==> src/design/assert_macros.svh <==
// assertion macros used by the top level design file
// no dependencies
`ifndef ASSERT_MACROS_SVH
`define ASSERT_MACROS_SVH

// property checked on every rising edge outside reset
`define ASSERT_AT(lbl, clk_sig, rst_sig, prop, msg) \
  lbl: assert property (@(posedge clk_sig) disable iff (rst_sig) (prop)) \
    else $error(msg);

// expression that must never be true outside reset
`define ASSERT_NEVER(lbl, clk_sig, rst_sig, expr, msg) \
  `ASSERT_AT(lbl, clk_sig, rst_sig, !(expr), msg)

`endif

==> src/design/pwmpl_pkg.sv <==
// shared types and constants of the pwm pulse train limiter
// no dependencies
`default_nettype none

package pwmpl_pkg;

  localparam int FREQ_W   = 19;
  localparam int PERIOD_W = 16;
  localparam int DUTY_W   = 7;
  localparam int COUNT_W  = 16;
  localparam int ACTION_W = 2;

  localparam logic [PERIOD_W-1:0] PERIOD_MAX   = 16'hFFFF;
  localparam logic [DUTY_W-1:0]   PERCENT_FULL = 7'd100;

  // k * period < 2^23; floor(x / 100) == (x * RECIP_100) >> RECIP_SHIFT for such x
  localparam int PROD_W      = DUTY_W + PERIOD_W;
  localparam int RECIP_W     = 24;
  localparam int RECIP_SHIFT = 30;
  localparam logic [RECIP_W-1:0] RECIP_100 = 24'd10737419;

  localparam logic [ACTION_W-1:0] ACT_SEND = 2'd0;
  localparam logic [ACTION_W-1:0] ACT_STOP = 2'd1;
  localparam logic [ACTION_W-1:0] ACT_TICK = 2'd2;

  typedef struct packed {
    logic busy;
    logic done;
  } div_status_t;

endpackage

`default_nettype wire

==> src/design/pwm_pulse_train_limiter.sv <==
// top level: pwm compare value with a pulse count limit
// depends on pwmpl_pkg, pwmpl_div, assert_macros.svh
//
//  channel  | handshake             | payload
//  ---------+-----------------------+------------------------------------------
//  in       | in_valid / in_ready   | action, duty_percent, keep_duty, send_limit
//  out      | out_valid / out_ready | compare_value, pulse_count, sending, train_done
//  cfg      | cfg_write             | cfg_data (output frequency in Hz)
//
// one beat per cycle while in_ready is high; each beat's result comes from the output register in the next cycle
// after a send beat in_ready drops while the duty-to-compare product pipeline (multiply into
// prod, then reciprocal multiply by 1/100 into pending_compare) refills
// a frequency write runs the bit-serial divider and holds in_ready low until it finishes
// reset is synchronous; in_ready rises once prod_fresh and then cmp_fresh have set after reset releases
// the output register holds while out_ready is low and new beats wait behind it
`default_nettype none
`include "assert_macros.svh"

module pwm_pulse_train_limiter #(
  parameter int TICK_RATE_HZ = 1000000
) (
  input  wire                                   clk,
  input  wire                                   rst,
  input  wire                                   cfg_write,
  input  wire  [pwmpl_pkg::FREQ_W-1:0]          cfg_data,
  input  wire                                   in_valid,
  output logic                                  in_ready,
  input  wire  [pwmpl_pkg::ACTION_W-1:0]        action,
  input  wire  [pwmpl_pkg::DUTY_W-1:0]          duty_percent,
  input  wire                                   keep_duty,
  input  wire  [pwmpl_pkg::COUNT_W-1:0]         send_limit,
  output logic                                  out_valid,
  input  wire                                   out_ready,
  output logic [pwmpl_pkg::PERIOD_W-1:0]        compare_value,
  output logic [pwmpl_pkg::COUNT_W-1:0]         pulse_count,
  output logic                                  sending,
  output logic                                  train_done
);

  localparam int PW = pwmpl_pkg::PERIOD_W;
  localparam int NW = pwmpl_pkg::COUNT_W;
  localparam int DUW = pwmpl_pkg::DUTY_W;
  localparam int XW = pwmpl_pkg::PROD_W + pwmpl_pkg::RECIP_W;
  localparam int RESET_PERIOD_FULL = TICK_RATE_HZ / 1000;
  localparam logic [PW-1:0] RESET_PERIOD =
    (RESET_PERIOD_FULL > 65535) ? pwmpl_pkg::PERIOD_MAX : PW'(RESET_PERIOD_FULL);

  pwmpl_pkg::div_status_t div_st;
  logic [PW-1:0] div_period;

  logic [PW-1:0]  period_counts;
  logic [PW-1:0]  compare_reg;
  logic           send_pending;
  logic [DUW-1:0] pending_duty;
  logic           pending_keep;
  logic [NW-1:0]  pulse_limit;
  logic [NW-1:0]  pulse_counter;

  logic [pwmpl_pkg::PROD_W-1:0] prod;
  logic [PW-1:0]                pending_compare;
  logic                         prod_fresh;
  logic                         cmp_fresh;

  logic [PW-1:0]  compare_next;
  logic           send_pending_next;
  logic [DUW-1:0] pending_duty_next;
  logic           pending_keep_next;
  logic [NW-1:0]  pulse_limit_next;
  logic [NW-1:0]  pulse_counter_next;
  logic           done_next;

  logic           accept;
  logic           stale;
  logic [DUW-1:0] duty_clamped;
  logic [DUW-1:0] low_percent;
  logic [XW-1:0]  recip_prod;

  pwmpl_div #(
    .TICK_RATE_HZ(TICK_RATE_HZ)
  ) u_div (
    .clk    (clk),
    .rst    (rst),
    .start  (cfg_write),
    .divisor(cfg_data),
    .status (div_st),
    .period (div_period)
  );

  assign in_ready = !div_st.busy && !div_st.done && cmp_fresh && (!out_valid || out_ready);
  assign accept   = in_valid && in_ready;
  // a send beat, which loads the pending duty, or anything that changes the period restarts the product pipeline
  assign stale    = (accept && action == pwmpl_pkg::ACT_SEND) || cfg_write
                    || div_st.busy || div_st.done;

  always_comb begin
    duty_clamped = (pending_duty > pwmpl_pkg::PERCENT_FULL) ? pwmpl_pkg::PERCENT_FULL
                                                            : pending_duty;
    low_percent  = pwmpl_pkg::PERCENT_FULL - duty_clamped;
    recip_prod   = XW'(prod) * XW'(pwmpl_pkg::RECIP_100);
  end

  always_ff @(posedge clk) begin
    prod            <= pwmpl_pkg::PROD_W'(low_percent) * pwmpl_pkg::PROD_W'(period_counts);
    pending_compare <= recip_prod[pwmpl_pkg::RECIP_SHIFT +: PW];
  end

  always_ff @(posedge clk) begin
    if (rst) begin
      prod_fresh <= 1'b0;
      cmp_fresh  <= 1'b0;
    end else begin
      prod_fresh <= !stale;
      cmp_fresh  <= prod_fresh && !stale;
    end
  end

  always_comb begin
    compare_next       = compare_reg;
    send_pending_next  = send_pending;
    pending_duty_next  = pending_duty;
    pending_keep_next  = pending_keep;
    pulse_limit_next   = pulse_limit;
    pulse_counter_next = pulse_counter;
    done_next          = 1'b0;
    unique case (action)
      pwmpl_pkg::ACT_SEND: begin
        send_pending_next  = 1'b1;
        pending_duty_next  = duty_percent;
        pending_keep_next  = keep_duty;
        pulse_counter_next = NW'(1);
        pulse_limit_next   = send_limit;
      end
      pwmpl_pkg::ACT_STOP: begin
        compare_next       = period_counts;
        pulse_counter_next = '0;
        pulse_limit_next   = '0;
        send_pending_next  = 1'b0;
        pending_duty_next  = '0;
        pending_keep_next  = 1'b0;
      end
      pwmpl_pkg::ACT_TICK: begin
        if (!send_pending && pulse_limit != '0) begin
          if (pulse_counter >= pulse_limit) begin
            compare_next       = period_counts;
            pulse_counter_next = '0;
            pulse_limit_next   = '0;
            done_next          = 1'b1;
          end else begin
            pulse_counter_next = pulse_counter + NW'(1);
          end
        end
        if (send_pending) begin
          if (!pending_keep) begin
            compare_next = pending_compare;
          end
          send_pending_next = 1'b0;
          pending_duty_next = '0;
          pending_keep_next = 1'b0;
        end
      end
      default: begin
      end
    endcase
  end

  always_ff @(posedge clk) begin
    if (rst) begin
      period_counts <= RESET_PERIOD;
      compare_reg   <= RESET_PERIOD;
      send_pending  <= 1'b0;
      pending_duty  <= '0;
      pending_keep  <= 1'b0;
      pulse_limit   <= '0;
      pulse_counter <= '0;
    end else if (div_st.done) begin
      // new frequency: output forced low, send state untouched
      period_counts <= div_period;
      compare_reg   <= div_period;
    end else if (accept) begin
      compare_reg   <= compare_next;
      send_pending  <= send_pending_next;
      pending_duty  <= pending_duty_next;
      pending_keep  <= pending_keep_next;
      pulse_limit   <= pulse_limit_next;
      pulse_counter <= pulse_counter_next;
    end
  end

  always_ff @(posedge clk) begin
    if (rst) begin
      out_valid <= 1'b0;
    end else if (accept) begin
      out_valid <= 1'b1;
    end else if (out_ready) begin
      out_valid <= 1'b0;
    end
  end

  always_ff @(posedge clk) begin
    if (accept) begin
      compare_value <= compare_next;
      pulse_count   <= pulse_counter_next;
      sending       <= send_pending_next || (pulse_counter_next != '0);
      train_done    <= done_next;
    end
  end

  `ASSERT_NEVER(a_no_beat_while_div, clk, rst, div_st.busy && in_ready, "beat taken during divide")
  `ASSERT_AT(a_send_holds, clk, rst, accept && action == pwmpl_pkg::ACT_SEND |=> !in_ready, "send beat not followed by refill")
  `ASSERT_AT(a_done_idle, clk, rst, out_valid && train_done |-> !sending && pulse_count == '0, "finished train still counting")
  `ASSERT_AT(a_cfg_low, clk, rst, div_st.done |=> compare_reg == period_counts, "frequency write left output driven")

endmodule

`default_nettype wire

==> src/design/pwmpl_div.sv <==
// iterative restoring divider: period = tick rate / frequency, clamped to 16 bits
// depends on pwmpl_pkg
`default_nettype none

module pwmpl_div #(
  parameter int TICK_RATE_HZ = 1000000
) (
  input  wire                                clk,
  input  wire                                rst,
  input  wire                                start,
  input  wire  [pwmpl_pkg::FREQ_W-1:0]       divisor,
  output pwmpl_pkg::div_status_t             status,
  output logic [pwmpl_pkg::PERIOD_W-1:0]     period
);

  localparam int DW = $clog2(TICK_RATE_HZ + 1);
  localparam int CW = $clog2(DW + 1);
  localparam int FW = pwmpl_pkg::FREQ_W;
  localparam int PW = pwmpl_pkg::PERIOD_W;

  logic          busy;
  logic          done;
  logic [CW-1:0] cnt;
  logic [DW-1:0] num;
  logic [FW-1:0] rem;
  logic [FW-1:0] den;

  logic [FW:0]   rem_sh;
  logic          ge;
  logic [FW:0]   rem_sub;
  logic [DW-1:0] quo_full;
  logic          last;

  always_comb begin
    rem_sh   = {rem, num[DW-1]};
    ge       = rem_sh >= {1'b0, den};
    rem_sub  = rem_sh - {1'b0, den};
    quo_full = {num[DW-2:0], ge};
    last     = cnt == CW'(1);
  end

  always_ff @(posedge clk) begin
    if (rst) begin
      busy <= 1'b0;
      done <= 1'b0;
    end else begin
      done <= busy && last && !start;
      if (start) begin
        busy <= 1'b1;
      end else if (busy && last) begin
        busy <= 1'b0;
      end
    end
  end

  always_ff @(posedge clk) begin
    if (start) begin
      cnt <= CW'(DW);
      num <= DW'(TICK_RATE_HZ);
      rem <= '0;
      den <= divisor;
    end else if (busy) begin
      cnt <= cnt - CW'(1);
      num <= quo_full;
      rem <= ge ? rem_sub[FW-1:0] : rem_sh[FW-1:0];
      if (last) begin
        // zero frequency and over-long periods both saturate
        if (den == '0 || 32'(quo_full) > 32'(pwmpl_pkg::PERIOD_MAX)) begin
          period <= pwmpl_pkg::PERIOD_MAX;
        end else begin
          period <= PW'(quo_full);
        end
      end
    end
  end

  assign status.busy = busy;
  assign status.done = done;

endmodule

`default_nettype wire
==> config.mk <==
export PLATFORM = sky130hd
export DESIGN_NAME = pwm_pulse_train_limiter
export DESIGN_NICKNAME = d
export VERILOG_FILES = /design/src/design/pwmpl_pkg.sv /design/src/design/pwm_pulse_train_limiter.sv /design/src/design/pwmpl_div.sv
export VERILOG_INCLUDE_DIRS = /design/src /design/src/design
export SDC_FILE = /design/constraint.sdc
export NUM_CORES = 1
export LEC_CHECK = 0
export CELL_PAD_IN_SITES_DETAIL_PLACEMENT = 0
export CELL_PAD_IN_SITES_GLOBAL_PLACEMENT = 1
export CORE_MARGIN = 2
export CORE_UTILIZATION = 41
export CTS_BUF_LIST = sky130_fd_sc_hd__clkbuf_2
export DETAILED_ROUTE_END_ITERATION = 12
export DONT_BUFFER_PORTS = 1
export PLACE_DENSITY = 0.69
export SYNTH_ARGS = -nofsm -noshare
export SYNTH_HDL_FRONTEND = slang
export SYNTH_SLANG_ARGS = --single-unit
==> constraint.sdc <==
create_clock -name clk -period 9.02 [get_ports clk]
set_input_delay 0 -clock clk [delete_from_list [all_inputs] [get_ports clk]]
set_output_delay 0 -clock clk [all_outputs]
set_load 0.05 [all_outputs]
==> qor.yml <==
status: "complete, no violations"
ios: 86
numCtsBuffers: 59
synth_top_area_frac: 0.233
start_util: 0.414
slew_viol_final: 0
dieArea_um2: 57400
clkLatencyLatePin_ns: 0.97
crit_path_max_incr_delay_ns: 0.66
core_area_um2: 55000
crit_type: "reg -> reg"
rows: 86
yosys_warnings: 0
leakagePower_nw: 12.0
dp.cells: 3048
clock-root-buffer: "clkbuf_2"
grt_usage: 0.208
vias_per_cell: 5.03
clkTransAtPathRegs_ns: 0.11
area_growth_pct: 10.5
cp.required_ns: 9.86
ys_top_cells_by_area: "fa_1 23%, ha_1 18%, dfxtp_1 14%"
clockBufferDepth: 3
hp-class: "in -> reg"
overflow: 0
cellPowerDensity_nw_per_um2: 242
antenna_found_initial: 2
cts-htree-levels: 2
drive_above_1_share: 0.0664
synthXorXnorAreaFrac: 0.0277
synthMuxAreaShare: 0.0163
cts_resized: 0
clock_sinks: 230
max-slew-margin-rel: 0.244
synth_area_um2: 22800
finalCritPeriodShare: 0.821
worst_pin_slew_ns: 1.13
fin_util: 0.457
dr.pass1.iters: 5
crit_family: "adder cells"
ys.flop_type: "dfxtp_1"
synth_simple_gate_area_frac: 0.123
hold_violations: 0
crit_fanout: 16
path_buf_inv: 4
ys_seq_area_frac: 0.233
synthArstFlopShare: 0
synthAdderAreaFrac: 0.409
dpl.hpwl_um: 45900
synth_top_family_by_area: "adder cells"
ff_latch_area_um2: 5300
multiInputGateArea_um2: 15500
cts_tree: "built"
drv_cap: 0
syn_nets: 2993
critPathLaunchType: "register"
fin_area_um2: 25100
avgSynthCellArea_um2: 9.65
fillers: 5321
drc: 0
io_buffer_count: 0
ir_drop_v: 0.000324
max_freq_mhz: 135
wl_um: 57800
dieWidth_um: 240
wl_per_cell_um: 17.7
rsz0062_at_grt: "no"
top_register: "prod"
clock-skew-final_ns: 0.0948
drtIter0Drc: 668
setup-violations-final: 0
largest_reg_flops: 23
vias: 16400
final_cell_count_no_fill: 3266
post_dp_cell_area_um2: 23500
worstPathArrival_ns: 8.24
tns_ns: 0
top_regs: "prod x23, u_div.num x20"
grt_pass1_vias: 17500
yosysTopAreaCell: "fa_1"
chipHeight_um: 240
cp_slowest_cell: "nor2b_1"
power_mw: 6.09
period_needed_ns: 7.41
yosys.cell_types.count: 70
synth-seq-cells: 230
place_congestion: 0.934
ant_nets: 0
grt_max_degree: 59
synth_compound_area_frac: 0.105
critPathCaptureType: "register"
design.final.nets: 3102
grt_pass1_wl_um: 94000
synth-edff-count: 69
syn_inst: 2358
## worst register-to-register path: stages (launching register included)
cell      delay (ns)
dfxtp_1         0.33
o21ai_0         0.34
a21oi_1         0.18
nor2b_1         0.66
inv_1           0.26
ha_1            0.34
nor2b_1         0.16
nand2b_1        0.13
and3_1          0.49
and2_1          0.22
fa_1            0.43
fa_1            0.51
fa_1            0.55
inv_1           0.05
fa_1            0.53
inv_1           0.04
ha_1            0.34
o21a_1          0.19
o21ai_0         0.14
inv_1           0.09
a21o_1          0.20
a211oi_1        0.29
o21ai_0         0.19
a31oi_1         0.29
o21bai_1        0.10
a21oi_1         0.18
xnor2_1         0.13
## final cells by class
cell class	count	share of cell area
antenna	2	0.000199
inverter	436	0.0651
timing repair buffer	122	0.0492
tap	748	0.0372
sequential	230	0.211
clock inverter	23	0.00443
clock buffer	87	0.0173
multi-input combinational	1618	0.616
## logic make-up (layout without fill, tap and decap cells)
group,after synthesis,in the layout
multiplexers,37,37
XOR/XNOR,72,72
AND/OR/NAND/NOR,562,562
AO/OA/AOI/OAI,362,362
adder cells (fa/ha/maj),585,585
buffers and inverters,510,668
other,0,2
flip-flops,230,230
## routing by layer
| layer | global-route usage | wire length, um | up-vias |
|---|---|---|---|
| met3 | 0.0278 | 2330 | 79 |
| met4 | 0.0589 | 1450 | 0 |
| met5 | 0 | 0 | - |
| li1 | - | - | 8021 |
| met2 | 0.371 | 28800 | 288 |
| met1 | 0.263 | 25200 | 8051 |
## synthesized netlist by cell type (7+ instances only)
master	number
mux2i_1	36
nand2b_1	12
a31o_2	8
nand4_1	11
nand2_1	156
a22oi_1	8
o21ai_0	76
nor3_1	23
or2_2	28
o21a_1	11
o21bai_1	9
nor2b_1	12
nand3b_1	18
nor2_1	133
edfxtp_1	69
clkbuf_1	52
o31a_1	12
o211ai_1	14
a21oi_1	96
fa_1	265
inv_1	435
nand3_1	27
dfxtp_1	161
o2bb2ai_1	7
xnor2_1	48
a211oi_1	46
a21o_1	29
xor2_1	24
ha_1	320
and2_1	81
o31ai_1	10
nor3b_1	8
nor4_1	31
## worst paths after layout
kind,from,endpoint,slack [ns],cells past startpoint
setup / recovery,pending_duty[0]$_SDFFE_PP0P_,prod[18]$_DFF_P_,1.61,26
hold / removal,action[0],prod_fresh$_SDFF_PP0_,0.11,4
setup reg to reg,pending_duty[0]$_SDFFE_PP0P_,prod[18]$_DFF_P_,1.61,26
hold reg to reg,prod_fresh$_SDFF_PP0_,cmp_fresh$_SDFF_PP0_,0.46,1
## metrics by stage
stage	hold slack [ns]	worst slack [ns]
after CTS	0.0131	1.58
after global placement	0.0764	1.78
final	0.115	1.61
after floorplan	0.0989	2.61
after global routing	0.103	1.03
after detailed placement	0.0762	1.57
## power by group
part / internal, mW / total, mW / switching (mW) / leakage [nW]
Sequential: 1.15 / 1.21 / 0.0569 / 1.92
Clock: 0.269 / 0.728 / 0.460 / 0.420
Combinational: 1.77 / 4.16 / 2.38 / 9.62
## cell usage in the layout (no fill, tap or decap), types with 7 or more instances in the layout
master	count
inv_1	434
ha_1	320
fa_1	265
dfxtp_1	160
nand2_1	156
nor2_1	133
dlygate4sd3_1	102
a21oi_1	95
clkbuf_2	87
and2_1	81
o21ai_0	76
edfxtp_1	69
xnor2_1	48
a211oi_1	46
mux2i_1	36
nor4_1	31
a21o_1	29
or2_2	28
nand3_1	27
xor2_1	24
nor3_1	22
nand3b_1	18
buf_4	16
o211ai_1	14
clkinv_1	14
nand2b_1	12
nor2b_1	12
o31a_1	12
o21a_1	11
nand4_1	11
o31ai_1	10
o21bai_1	9
a31o_2	8
a22oi_1	8
nor3b_1	8
o2bb2ai_1	7
clkinv_2	7
## timing repair
item,4_1_cts,5_1_grt
buffers inserted,0,0
hold endpoints to repair,217,0
hold buffers,106,0
No activity file was read; power rests on OpenSTA's default activity.
